<file path="src/rtl/xtea_pkg.sv">
// Shared types and constants of the XTEA block cipher.
`default_nettype none

package xtea_pkg;

   localparam int WORD_W = 32;
   localparam int CSR_INDEX_W = 3;
   localparam int CSR_DATA_W = 32;
   localparam int KEY_WORDS = 4;

   localparam logic [WORD_W-1:0] XTEA_DELTA = 32'h9E37_79B9;

   // Register indexes of the configuration port.
   localparam logic [CSR_INDEX_W-1:0] CSR_KEY_WORD_0 = 3'd0;
   localparam logic [CSR_INDEX_W-1:0] CSR_KEY_WORD_1 = 3'd1;
   localparam logic [CSR_INDEX_W-1:0] CSR_KEY_WORD_2 = 3'd2;
   localparam logic [CSR_INDEX_W-1:0] CSR_KEY_WORD_3 = 3'd3;
   localparam logic [CSR_INDEX_W-1:0] CSR_DECRYPT_MODE = 3'd4;

   typedef logic [WORD_W-1:0] xtea_word_type;

   typedef struct packed {
      xtea_word_type block_high;
      xtea_word_type block_low;
   } xtea_block_type;

   typedef struct packed {
      xtea_word_type result_high;
      xtea_word_type result_low;
   } xtea_result_type;

   typedef struct packed {
      xtea_word_type [KEY_WORDS-1:0] key;
      logic                          decrypt_mode;
   } xtea_cfg_type;

endpackage : xtea_pkg

`default_nettype wire

</file>
<file path="src/rtl/xtea_csr.sv">
// Configuration registers of the XTEA block cipher: key words and direction.
`default_nettype none

module xtea_csr
   import xtea_pkg::*;
(
   input  wire logic                   clock,
   input  wire logic                   reset,
   input  wire logic                   csr_we,
   input  wire logic [CSR_INDEX_W-1:0] csr_index,
   input  wire logic [CSR_DATA_W-1:0]  csr_wdata,
   output xtea_cfg_type                cfg
);

   xtea_cfg_type cfg_ff;
   xtea_cfg_type cfg_in;

   // Writes to indexes beyond the list are dropped.
   always_comb begin
      cfg_in = cfg_ff;
      if (csr_we) begin
         case (csr_index)
            CSR_KEY_WORD_0:   cfg_in.key[0] = csr_wdata[WORD_W-1:0];
            CSR_KEY_WORD_1:   cfg_in.key[1] = csr_wdata[WORD_W-1:0];
            CSR_KEY_WORD_2:   cfg_in.key[2] = csr_wdata[WORD_W-1:0];
            CSR_KEY_WORD_3:   cfg_in.key[3] = csr_wdata[WORD_W-1:0];
            CSR_DECRYPT_MODE: cfg_in.decrypt_mode = csr_wdata[0];
            default:          cfg_in = cfg_ff;
         endcase
      end
   end

   always_ff @(posedge clock) begin
      if (reset) begin
         cfg_ff <= '0;
      end else begin
         cfg_ff <= cfg_in;
      end
   end

   assign cfg = cfg_ff;

endmodule : xtea_csr

`default_nettype wire

</file>
<file path="config.mk">
export PLATFORM = sky130hd
export DESIGN_NAME = xtea_csr
export DESIGN_NICKNAME = d
export VERILOG_FILES = /design/src/rtl/xtea_pkg.sv /design/src/rtl/xtea_csr.sv
export SDC_FILE = /design/constraint.sdc
export NUM_CORES = 1
export LEC_CHECK = 0
export CAP_MARGIN = 20
export CORE_MARGIN = 1.5
export CORE_UTILIZATION = 40
export DETAILED_ROUTE_END_ITERATION = 6
export DONT_BUFFER_PORTS = 1
export PLACE_DENSITY_LB_ADDON = 0.12
export SYNTH_ARGS = -nofsm -noshare
export SYNTH_HDL_FRONTEND = slang
export SYNTH_SLANG_ARGS = --single-unit
</file>
<file path="constraint.sdc">
create_clock -name clock -period 1.51 [get_ports clock]
set_input_delay 0.0755 -clock clock [delete_from_list [all_inputs] [get_ports clock]]
set_output_delay 0.0755 -clock clock [all_outputs]
set_load 0.01 [all_outputs]
</file>
==> impl_metrics.ini <==
[logic_synthesis]
ys_ff_latch = 129
yosys.area.top_type_share = 0.5045
syn-num-nets = 496
ys_types = 12
yosysTopAreaCell = dfxtp_1
ys_seq_area_frac = 0.5045
syn-cell-area_mm2 = 0.005119
yosys_warnings = 0
synth_cells = 458
synth_area_leaders = dfxtp_1 50%, mux2i_1 25%, nand2b_1 20%, clkbuf_1 1.4%, buf_2 0.78%
syn-mean-instance-area_um2 = 11.18

[sta]
min_period_ps = 1255
period_share = 0.8309
setup_violations = 0
clock.fmax_mhz = 797.0
rsz0062_at_grt = no
tns_ps = 0
timing_hold_violations_final = 0
drv_slew = 0
worstMarginPinSlew_ps = 572.6
clock_skew_ps = 0
max_slew_margin = 0.6130
fin_ws_ps = 255.3

[power_and_ir_drop]
ir_drop_mv = 0.6590
seq_power_share = 0.449
pwr-share-clk = 0.495
switchingPower_w = 0.001684
p_leak_nw = 2.901
swShare = 0.2114
comb_power_share = 0.056
intPower_w = 0.006281
p_per_area_mw_per_mm2 = 1172

[clock_tree]
clock_latency_ps = 410
root_buffer = clkbuf_16
cts_tree = built
clk_pin_slew_ps = 50
cts_buffers = 17
cts_htree_levels = 4
clk_path_buf_depth = 2
cts.sinks = 129

[global_route]
grt_overflow = 0
grt_use_total = 0.1975
antenna_found_initial = 0
grt_pass1_wl_um = 19740
grt_pass1_vias = 3722
grt_max_degree = 110

[drt]
drc_errors = 0
wl_per_cell_um = 18.08
ant_nets = 0
vias = 3507
drt-pass1-iter-count = 4
drt_iter0_markers = 111
vias_per_cell = 4.851
wl_um = 13070

[placement]
gp_congestion = 0.7158
portBuffers = 0
pre_cts_slack_ps = 254.1
dp_hpwl_um = 7357

[worst_setup_path]
critical_path_buf_inv_count = 1
endpoint_kind = register
crit_type = register to register
slowest_delay_ps = 560
arrival_ps = 1590
crit_path_top_delay_cell = dlygate4sd3_1
crit_fanout = 2
crit_required_ps = 1850
crit_path_cell_trace = nand2b_1 -> dlygate4sd3_1 -> mux2i_1
path_delay_family = buffers and inverters
startpoint_type = register

[layout]
final_cell_mix = 161 x nand2b_1, 129 x mux2i_1, 129 x dfxtp_1, 88 x dlygate4sd3_1, 17 x clkbuf_16
layout-drive-gt1-share = 0.07260
antenna_cells = 0
layout.nets = 578
area_growth_pct = 32.78
largest_register_ffs = 129
fill_cells = 1091
fin_util = 0.5408
layout_commonest_cell = nand2b_1

[floorplan]
dieArea_mm2 = 0.01348
start_util = 0.4073
core_area_mm2 = 0.01257
die_w_um = 116.1
die_h_um = 116.1
fp-row-count = 41
pin_count = 167

[hold_path]
hp-class = primary input to register

[run_status]
status = finished clean

[job]
cap_violations = 0
[cell type report]
| cell class | count | area (µm²) | area share |
|---|---|---|---|
| sequential | 129 | 2582 | 0.3800 |
| multi-input combinational | 297 | 2420 | 0.3560 |
| timing repair buffer | 95 | 1003 | 0.1476 |
| clock buffer | 25 | 525.5 | 0.07732 |
| tap | 172 | 215.2 | 0.03166 |
| clock inverter | 5 | 50.05 | 0.007364 |
[path summary, 6_finish.rpt]
kind,start,endpoint,slack (ps),depth (start not counted)
worst min register to register,cfg[125],cfg[125],520,2
worst min-delay path,csr_index[1],cfg[5],40,3
worst max-delay path,cfg[21],cfg[21],260,3
worst max register to register,cfg[21],cfg[21],260,3
[worst reg2reg max path: cells and delay by family (launching register included)]
kind / cells / cell delay, ps
muxes: 1 / 120
DFF: 1 / 420
buffers and inverters: 1 / 560
and+or+nand+nor: 1 / 80
[stage by stage]
step / std cells / area, µm² / power [W] / hold slack, ps
floorplan: 458 / 5119 / 0.003906 / 265.7
global placement: 604 / 5313 / 0.003948 / 266.2
detailed placement: 604 / 5313 / 0.003956 / 271.2
CTS: 722 / 6787 / 0.008058 / 6.918
global route: 723 / 6797 / 0.008238 / 32.89
finish: 723 / 6797 / 0.007965 / 38.80
[power groups by stage]
| stage | logic (W) | registers (W) | clock network [W] |
|---|---|---|---|
| finish | 0.000447 | 0.00358 | 0.00394 |
| global route | 0.000481 | 0.00358 | 0.00417 |
| CTS | 0.000448 | 0.00358 | 0.00403 |
| detailed placement | 0.000307 | 0.00365 | 0 |
| global placement | 0.000300 | 0.00365 | 0 |
| floorplan | 0.000280 | 0.00363 | 0 |
[what timing repair did]
item	4_1_cts	5_1_grt
buffers inserted	0	0
hold buffers	88	1
endpoints found under the hold margin	129	2
gates resized for setup	0	0
[cell usage after synthesis]
cell       number
or4b_1          1
nor4b_4         1
nor4bb_1        2
nand4bb_1       2
buf_2           8
buf_6           1
mux2i_1       129
nand2b_1      161
buf_4           4
clkbuf_1       19
dfxtp_1       129
nand4b_1        1
[metal layers]
layer  GRT usage  up-vias  part of all wire
met4     0.08780        0             0.017
met2      0.3384      108              0.49
met1      0.2131     1702              0.41
met5           0        -                 0
met3     0.08407       17             0.089
li1            -     1680                 -
[cell families (layout without fill, tap and decap cells)]
kind of cell,after synthesis,after routing,share of synthesized area
buf+inv,32,125,0.02982
flops,129,129,0.5045
simple gates,168,168,0.2134
mux,129,129,0.2523
Note: power is estimated with default switching activity, not from simulation.
