--- src/rtl/xtea_pkg.sv ---
// Shared types and constants of the XTEA block cipher.
`default_nettype none

package xtea_pkg;

   localparam int WORD_W = 32;
   localparam int CSR_INDEX_W = 3;
   localparam int CSR_DATA_W = 32;
   localparam int KEY_WORDS = 4;

   localparam logic [WORD_W-1:0] XTEA_DELTA = 32'h9E37_79B9;

   // Register indexes of the configuration port.
   localparam logic [CSR_INDEX_W-1:0] CSR_KEY_WORD_0 = 3'd0;
   localparam logic [CSR_INDEX_W-1:0] CSR_KEY_WORD_1 = 3'd1;
   localparam logic [CSR_INDEX_W-1:0] CSR_KEY_WORD_2 = 3'd2;
   localparam logic [CSR_INDEX_W-1:0] CSR_KEY_WORD_3 = 3'd3;
   localparam logic [CSR_INDEX_W-1:0] CSR_DECRYPT_MODE = 3'd4;

   typedef logic [WORD_W-1:0] xtea_word_type;

   typedef struct packed {
      xtea_word_type block_high;
      xtea_word_type block_low;
   } xtea_block_type;

   typedef struct packed {
      xtea_word_type result_high;
      xtea_word_type result_low;
   } xtea_result_type;

   typedef struct packed {
      xtea_word_type [KEY_WORDS-1:0] key;
      logic                          decrypt_mode;
   } xtea_cfg_type;

endpackage : xtea_pkg

`default_nettype wire

--- src/rtl/xtea_half_round.sv ---
// One registered Feistel half round of XTEA, in either direction.
`default_nettype none

module xtea_half_round
   import xtea_pkg::*;
#(
   parameter logic [31:0] ENC_SUM = 32'h0000_0000,
   parameter logic [31:0] DEC_SUM = 32'h0000_0000,
   parameter bit          ENC_LOW = 1'b1
)
(
   input  wire logic           clock,
   input  wire logic           reset,
   input  wire logic           in_valid,
   input  wire xtea_block_type in_block,
   input  wire xtea_cfg_type   cfg,
   output logic                out_valid,
   output xtea_block_type      out_block
);

   logic           valid_ff;
   xtea_block_type block_ff;
   xtea_block_type block_in;

   logic          upd_low;
   xtea_word_type sum_word;
   xtea_word_type mix_src;
   xtea_word_type target;
   xtea_word_type key_word;
   xtea_word_type feistel;
   xtea_word_type mix_val;
   xtea_word_type updated;
   logic [1:0]    key_sel;

   // The half round that updates the low word picks its key from the two lowest
   // bits of sum, the one that updates the high word from bits 12:11.
   always_comb begin
      upd_low  = ENC_LOW ^ cfg.decrypt_mode;
      sum_word = cfg.decrypt_mode ? DEC_SUM : ENC_SUM;
      mix_src  = upd_low ? in_block.block_high : in_block.block_low;
      target   = upd_low ? in_block.block_low : in_block.block_high;
      key_sel  = upd_low ? sum_word[1:0] : sum_word[12:11];
      key_word = cfg.key[key_sel];
      feistel  = ((mix_src << 4) ^ (mix_src >> 5)) + mix_src;
      mix_val  = feistel ^ (sum_word + key_word);
      updated  = cfg.decrypt_mode ? (target - mix_val) : (target + mix_val);
      block_in = in_block;
      if (upd_low) begin
         block_in.block_low = updated;
      end else begin
         block_in.block_high = updated;
      end
   end

   always_ff @(posedge clock) begin
      if (reset) begin
         valid_ff <= 1'b0;
      end else begin
         valid_ff <= in_valid;
      end
   end

   always_ff @(posedge clock) begin
      block_ff <= block_in;
   end

   assign out_valid = valid_ff;
   assign out_block = block_ff;

endmodule : xtea_half_round

`default_nettype wire

--- config.mk ---
export PLATFORM = sky130hd
export DESIGN_NAME = xtea_half_round
export DESIGN_NICKNAME = d
export VERILOG_FILES = /design/src/rtl/xtea_pkg.sv /design/src/rtl/xtea_half_round.sv
export SDC_FILE = /design/constraint.sdc
export NUM_CORES = 1
export LEC_CHECK = 0
export BUFFER_PORTS_ARGS = -buffer_cell sky130_fd_sc_hd__buf_4
export CORE_MARGIN = 5
export CORE_UTILIZATION = 48
export CTS_CLUSTER_SIZE = 25
export DETAILED_ROUTE_END_ITERATION = 10
export PLACE_DENSITY = 0.77
export SLEW_MARGIN = 20
export SYNTH_ARGS = -nofsm -noshare
export SYNTH_HDL_FRONTEND = slang
export SYNTH_SLANG_ARGS = --single-unit
--- constraint.sdc ---
create_clock -name clock -period 6.24 [get_ports clock]
set_input_delay 0 -clock clock [delete_from_list [all_inputs] [get_ports clock]]
set_output_delay 0 -clock clock [all_outputs]
set_load 0.02 [all_outputs]
==> flow_summary.toml, run 1 <==
[outcome]
status = "completed"

[timing]
fin_hold_ws_ps = 18.7
worstMarginPinSlew_ps = 588
timing.final.crit_period_ps = 6000
hold_viol_final = 0
relSlewSlack_pct = 60.5
timing.final.setup_violations = 0
setup_repair_after_global_routing_missed_its_margin = "false"
tcrit_tclk_final_pct = 96.1
finalMaxSlewViolations = 0
max_freq_ghz = 0.167

[worst_setup_path]
critPathCaptureType = "register"
worstPathRequired_ps = 6490
crit_path_slowest_cell = "sky130_fd_sc_hd__dlygate4sd3_1"
crit_fanout = 6
max_stage_delay_ps = 540
worstSetupPathType = "input port to register"
crit_start_category = "input port"
timing.critical_path.arrival_ps = 6250

[layout]
flow.area_growth_from_synthesis_pct = 33.8
final_core_utilization_pct = 65.5
num_antenna_cells = 0
final_layout_size_suffix_gt1_share_pct = 26.9
finalNetCount = 1486
finish.cell_count_without_fillers = 1443

[hold_path]
hold_path_startpoint = "in_block[39]"
holdPathEnd = "out_block[39]"
min_delay_path_depth = 3
timing.hold.worst.class = "input port to register"

[cts]
ctsLongestPathBuffers = 2
cts_htree_levels = 3
cts.clk_slew.worst_paths_ps = 60
clockRootBuffer = "sky130_fd_sc_hd__clkbuf_16"
tritoncts_sink_count = 65
post_cts.repair.setup_buffers = 0
cts_tree = "done"
tritoncts.num_buffers = 9

[floorplanning]
core_area_um2 = 15900
fp.dieH_um = 138
design.portCount = 261
fp.dieW_um = 138
std_cell_rows = 46
floorplan.initialDensity_pct = 49.0
die_ar_um2 = 18900

[yosys]
fraction_of_synthesis_flops_using_an_asynchronous_set_or_reset_pin_pct = 0
synth.ff_latch_count = 65
synth_enable_flop_cells = 0
netlist_instances = 988
cell_taking_the_most_area_after_synthesis = "sky130_fd_sc_hd__dfxtp_1"
synthTopCellsByCount = "124 x sky130_fd_sc_hd__nand2_1, 91 x sky130_fd_sc_hd__xnor2_1, 74 x sky130_fd_sc_hd__a21oi_1"
leading_cell_types_by_total_area_after_synthesis = "sky130_fd_sc_hd__dfxtp_1 17%, sky130_fd_sc_hd__ha_1 11%, sky130_fd_sc_hd__xnor2_1 10%"
syn-mean-instance-area_um2 = 7.90
number_of_different_library_cells_in_the_post_synthesis_netlist = 87
synth_fp_nets = 1252
yosysWarningCount = 0
synthMostInstantiatedCell = "sky130_fd_sc_hd__nand2_1"
yosys.area.top_type_share_pct = 16.7
synth_area_um2 = 7810
synth-main-ff-cell = "sky130_fd_sc_hd__dfxtp_1"
synth_seq_area_share_pct = 16.7

[global_route]
largest_net_degree_at_the_start_of_global_routing = 62
via_count_of_the_first_global_routing_pass = 7770
first_pass_grt_wire_length_mm = 38.6
grt_overflow = 0
antenna_violations_before_repair = 0
grt_util_all_layers_pct = 25.4

[routing]
routedWlPerCell_um = 17.0
ant_nets = 0
firstDrtPassIters = 5
routed_wl_mm = 24.5
dr_total_vias = 8084
viasPerCell = 5.60
route.detailed.drc = 0
drtIter0Drc = 684

[pwr]
cellPowerDensity_nw_per_um2 = 435
vdd_ir_drop_max_mv = 0.227
power_leakage_nw = 4.98

[placed_design]
routabilityCongestion = 0.906
numPlacedInstances = 1390
io_buffers = 164
detailed_place_hpwl_mm = 19.5

[flow_run]
max_cap_viol_count = 0
[worst max-delay path: cells and delay by family]
family                   cells  cell delay [ps]
AND/OR/NAND/NOR              4              860
buffers and inverters        5             1190
AO/OA/AOI/OAI               12             2420
adder cells (fa/ha/maj)      2              650
XOR/XNOR                     5             1120
[where the power goes]
group	internal, mW	leakage, nW	switching [mW]	total [mW]
registers	0.624	0.548	0.0619	0.686
logic	1.42	4.25	1.82	3.23
clock network	0.431	0.180	0.190	0.621
total	2.47	4.98	2.07	4.54
[cell type report]
class	instances	area, um^2
multi-input combinational	851	6290
clock inverter	7	143
fill	1318	5500
sequential	65	1300
inverter	35	131
timing repair buffer	260	2080
clock buffer	9	225
tap	216	270
[layout by cell type (no fill, tap or decap), types with 16 or more instances in the layout]
cell type,n
sky130_fd_sc_hd__nand3_1,16
sky130_fd_sc_hd__inv_1,35
sky130_fd_sc_hd__nand2_1,124
sky130_fd_sc_hd__mux2_2,35
sky130_fd_sc_hd__nor3_1,20
sky130_fd_sc_hd__o21ai_0,37
sky130_fd_sc_hd__buf_4,220
sky130_fd_sc_hd__nor2_1,60
sky130_fd_sc_hd__ha_1,65
sky130_fd_sc_hd__dlygate4sd3_1,37
sky130_fd_sc_hd__xnor2_1,91
sky130_fd_sc_hd__dfxtp_1,65
sky130_fd_sc_hd__a21o_1,51
sky130_fd_sc_hd__a21oi_1,72
sky130_fd_sc_hd__nor2b_1,29
sky130_fd_sc_hd__xor2_1,37
[cell families after synthesis]
logic type	count (synthesis)	share of synthesized area [%]
compound gates	289	26.2
mux	37	5.30
xor+xnor	139	17.2
simple gates	318	20.1
flops	65	16.7
fa+ha+maj	68	11.1
buf+inv	72	3.46
[how the worst max path moves through the flow]
stage	from	end	slack (ps)	cells past startpoint
2_1_floorplan	cfg[0]	out_block[31]	70	29
3_5_place_dp	cfg[0]	out_block[31]	-30	31
4_1_cts	in_block[5]	out_block[31]	30	30
3_3_place_gp	cfg[0]	out_block[31]	90	31
6_report	in_block[46]	out_block[31]	240	28
5_1_grt	in_block[42]	out_block[60]	0.2	28
[per-layer routing]
metal  share of wire (%)  track usage [%]
met1                  46             35.7
met2                  44             40.0
met3                 8.0             4.24
met4                 1.9             7.32
met5                   0                0
[registers in the layout, indices dropped and copies added (netlist names)]
register and count:
out_block 64, out_valid 1
[per-stage QoR]
stage	power [mW]	instance area (um^2)	setup TNS, ps	worst slack [ps]
floorplan	2.83	7810	0	71.3
global placement	3.74	9650	0	91.1
detailed placement	3.80	9650	-26.5	-26.5
CTS	4.48	10400	0	25.1
global route	4.87	10400	0	0.159
finish	4.54	10400	0	240
[repair_timing]
| item | in CTS | in global routing |
|---|---|---|
| endpoints found under the setup margin | 0 | 8 |
| hold buffers | 37 | 0 |
| endpoints found under the hold margin | 36 | 0 |
| gates resized for setup | 0 | 13 |
Power figures use the tool's default switching activity.
==> run 2, diff against run 1 <==
--- a/config.mk
+++ b/config.mk
@@ -5,6 +5,7 @@
 export SDC_FILE = /design/constraint.sdc
 export NUM_CORES = 1
 export LEC_CHECK = 0
+export ABC_AREA = 1
 export BUFFER_PORTS_ARGS = -buffer_cell sky130_fd_sc_hd__buf_4
 export CORE_MARGIN = 5
 export CORE_UTILIZATION = 48
==> flow_summary.toml, run 2 <==
[layout]
finalNetCount = 1732
finish.cell_count_without_fillers = 1689
final_cell_area_excluding_filler_cells_um2 = 10200
final_core_utilization_pct = 63.6
flow.area_growth_from_synthesis_pct = 29.4
final_layout_size_suffix_gt1_share_pct = 18.1
num_antenna_cells = 0
layout.cells.most_common = "sky130_fd_sc_hd__nand2_1"
flip_flop_count_of_the_largest_register_after_layout = 64
final_cell_mix = "386 x sky130_fd_sc_hd__nand2_1, 167 x sky130_fd_sc_hd__buf_4, 122 x sky130_fd_sc_hd__inv_1"

[placed_design]
pre_cts_ws_ps = 677
routabilityCongestion = 0.952
io_buffers = 164
numPlacedInstances = 1614
detailed_place_hpwl_mm = 20.8
placement_cell_area_um2 = 9300

[routing]
route.detailed.drc = 0
uppermost_layer_routed = "met4"
met3_length_mm = 1.60
ant_nets = 0
routedWlPerCell_um = 15.0
routed_wl_mm = 25.4
post_route_m1_wl_mm = 11.8
firstDrtPassIters = 6
dr_total_vias = 8851
drtIter0Drc = 600
viasPerCell = 5.24
detailroute.wirelength.met2_mm = 11.4

[worst_setup_path]
worstSetupPathType = "input port to register"
crit_fanout = 5
timing.critical_path.arrival_ps = 5670
crit_family = "compound AO/OA/AOI/OAI gates"
critPathCaptureType = "register"
worstPathRequired_ps = 6520
crit_start_category = "input port"
crit_path_buf_inv_count = 6
crit_path_slowest_cell = "sky130_fd_sc_hd__o21ai_0"
max_stage_delay_ps = 580

[timing]
post-route-worst-setup-slack_ps = 850
worstMarginPinSlew_ps = 752
max_freq_ghz = 0.186
fin_hold_ws_ps = 22.3
tcrit_tclk_final_pct = 86.4
finalMaxSlewViolations = 0
hold_viol_final = 0
setup_repair_after_global_routing_missed_its_margin = "false"
setup_total_negative_slack_ps = 0
timing.final.setup_violations = 0
timing.final.crit_period_ps = 5390
relSlewSlack_pct = 49.3

[cts]
cts_htree_levels = 3
tritoncts.num_buffers = 9
tritoncts_sink_count = 65
ctsLongestPathBuffers = 2
clockRootBuffer = "sky130_fd_sc_hd__clkbuf_16"
cts_tree = "done"
cts.clk_slew.worst_paths_ps = 60

[hold_path]
timing.hold.worst.class = "input port to register"

[floorplanning]
design.portCount = 261
std_cell_rows = 46
fp.dieH_um = 138
die_ar_um2 = 19100
fp.dieW_um = 138
floorplan.initialDensity_pct = 49.2
core_area_um2 = 16000

[pwr]
cellPowerDensity_nw_per_um2 = 373
vdd_ir_drop_max_mv = 0.198
power_mw = 3.80
power_leakage_nw = 5.26

[global_route]
first_pass_grt_wire_length_mm = 40.5
largest_net_degree_at_the_start_of_global_routing = 110
grt_overflow = 0
grt_util_all_layers_pct = 25.6
antenna_violations_before_repair = 0
via_count_of_the_first_global_routing_pass = 8270

[yosys]
leading_cell_types_by_total_area_after_synthesis = "sky130_fd_sc_hd__nand2_1 18%, sky130_fd_sc_hd__dfxtp_1 17%, sky130_fd_sc_hd__ha_1 10%"
netlist_instances = 1255
synthMostInstantiatedCell = "sky130_fd_sc_hd__nand2_1"
synth_enable_flop_cells = 0
synthTopCellsByCount = "386 x sky130_fd_sc_hd__nand2_1, 122 x sky130_fd_sc_hd__inv_1, 102 x sky130_fd_sc_hd__o21ai_0"
fraction_of_synthesis_flops_using_an_asynchronous_set_or_reset_pin_pct = 0
synth_area_um2 = 7870
yosys.area.top_type_share_pct = 18.4
cell_taking_the_most_area_after_synthesis = "sky130_fd_sc_hd__nand2_1"
synth-main-ff-cell = "sky130_fd_sc_hd__dfxtp_1"
synth_seq_area_share_pct = 16.5
synth.ff_latch_count = 65
yosysWarningCount = 0
syn-mean-instance-area_um2 = 6.27
number_of_different_library_cells_in_the_post_synthesis_netlist = 52
synth_fp_nets = 1519

[flow_run]
max_cap_viol_count = 0

[outcome]
status = "completed"
==> run 2: where the power goes <==
part / switching, mW / total (mW) / leakage, nW / internal, mW
Sequential: 0.0593 / 0.667 / 0.548 / 0.607
Combinational: 1.65 / 2.65 / 4.58 / 1.00
Clock: 0.179 / 0.487 / 0.139 / 0.308
Total: 1.88 / 3.80 / 5.26 / 1.92
==> run 2: cell type report <==
cell class | instances | area [um^2]
Tap cell | 216 | 270
Multi-Input combinational cell | 1031 | 5940
Clock inverter | 5 | 56.3
Inverter | 133 | 499
Sequential cell | 65 | 1300
Fill cell | 1532 | 5820
Clock buffer | 11 | 233
Timing Repair Buffer | 228 | 1880
==> run 2: what timing repair did <==
item,4_1_cts,5_1_grt
setup buffers,0,0
endpoints found under the setup margin,0,0
hold endpoints to repair,58,0
resized for setup,0,0
hold buffers,59,0
==> run 2: metal layers <==
metal	global-route usage, %	up-vias
met1	35.2	3990
met3	3.41	46
met2	41.8	282
met4	7.59	0
met5	0	-
li1	-	4533
==> run 2: cell families after synthesis <==
group,Yosys count,synth area share [%]
AO/OA/AOI/OAI,215,15.5
XOR/XNOR,107,12.5
adder cells (fa/ha/maj),68,11.0
multiplexers,2,0.254
AND/OR/NAND/NOR,639,36.1
buffers and inverters,159,7.98
flip-flops,65,16.5
==> run 2: final timing paths <==
| check | start | slack [ps] | cells past startpoint | to |
|---|---|---|---|---|
| min | in_block[55] | 20 | 3 | out_block[55] |
| max | in_block[57] | 850 | 30 | out_block[63] |
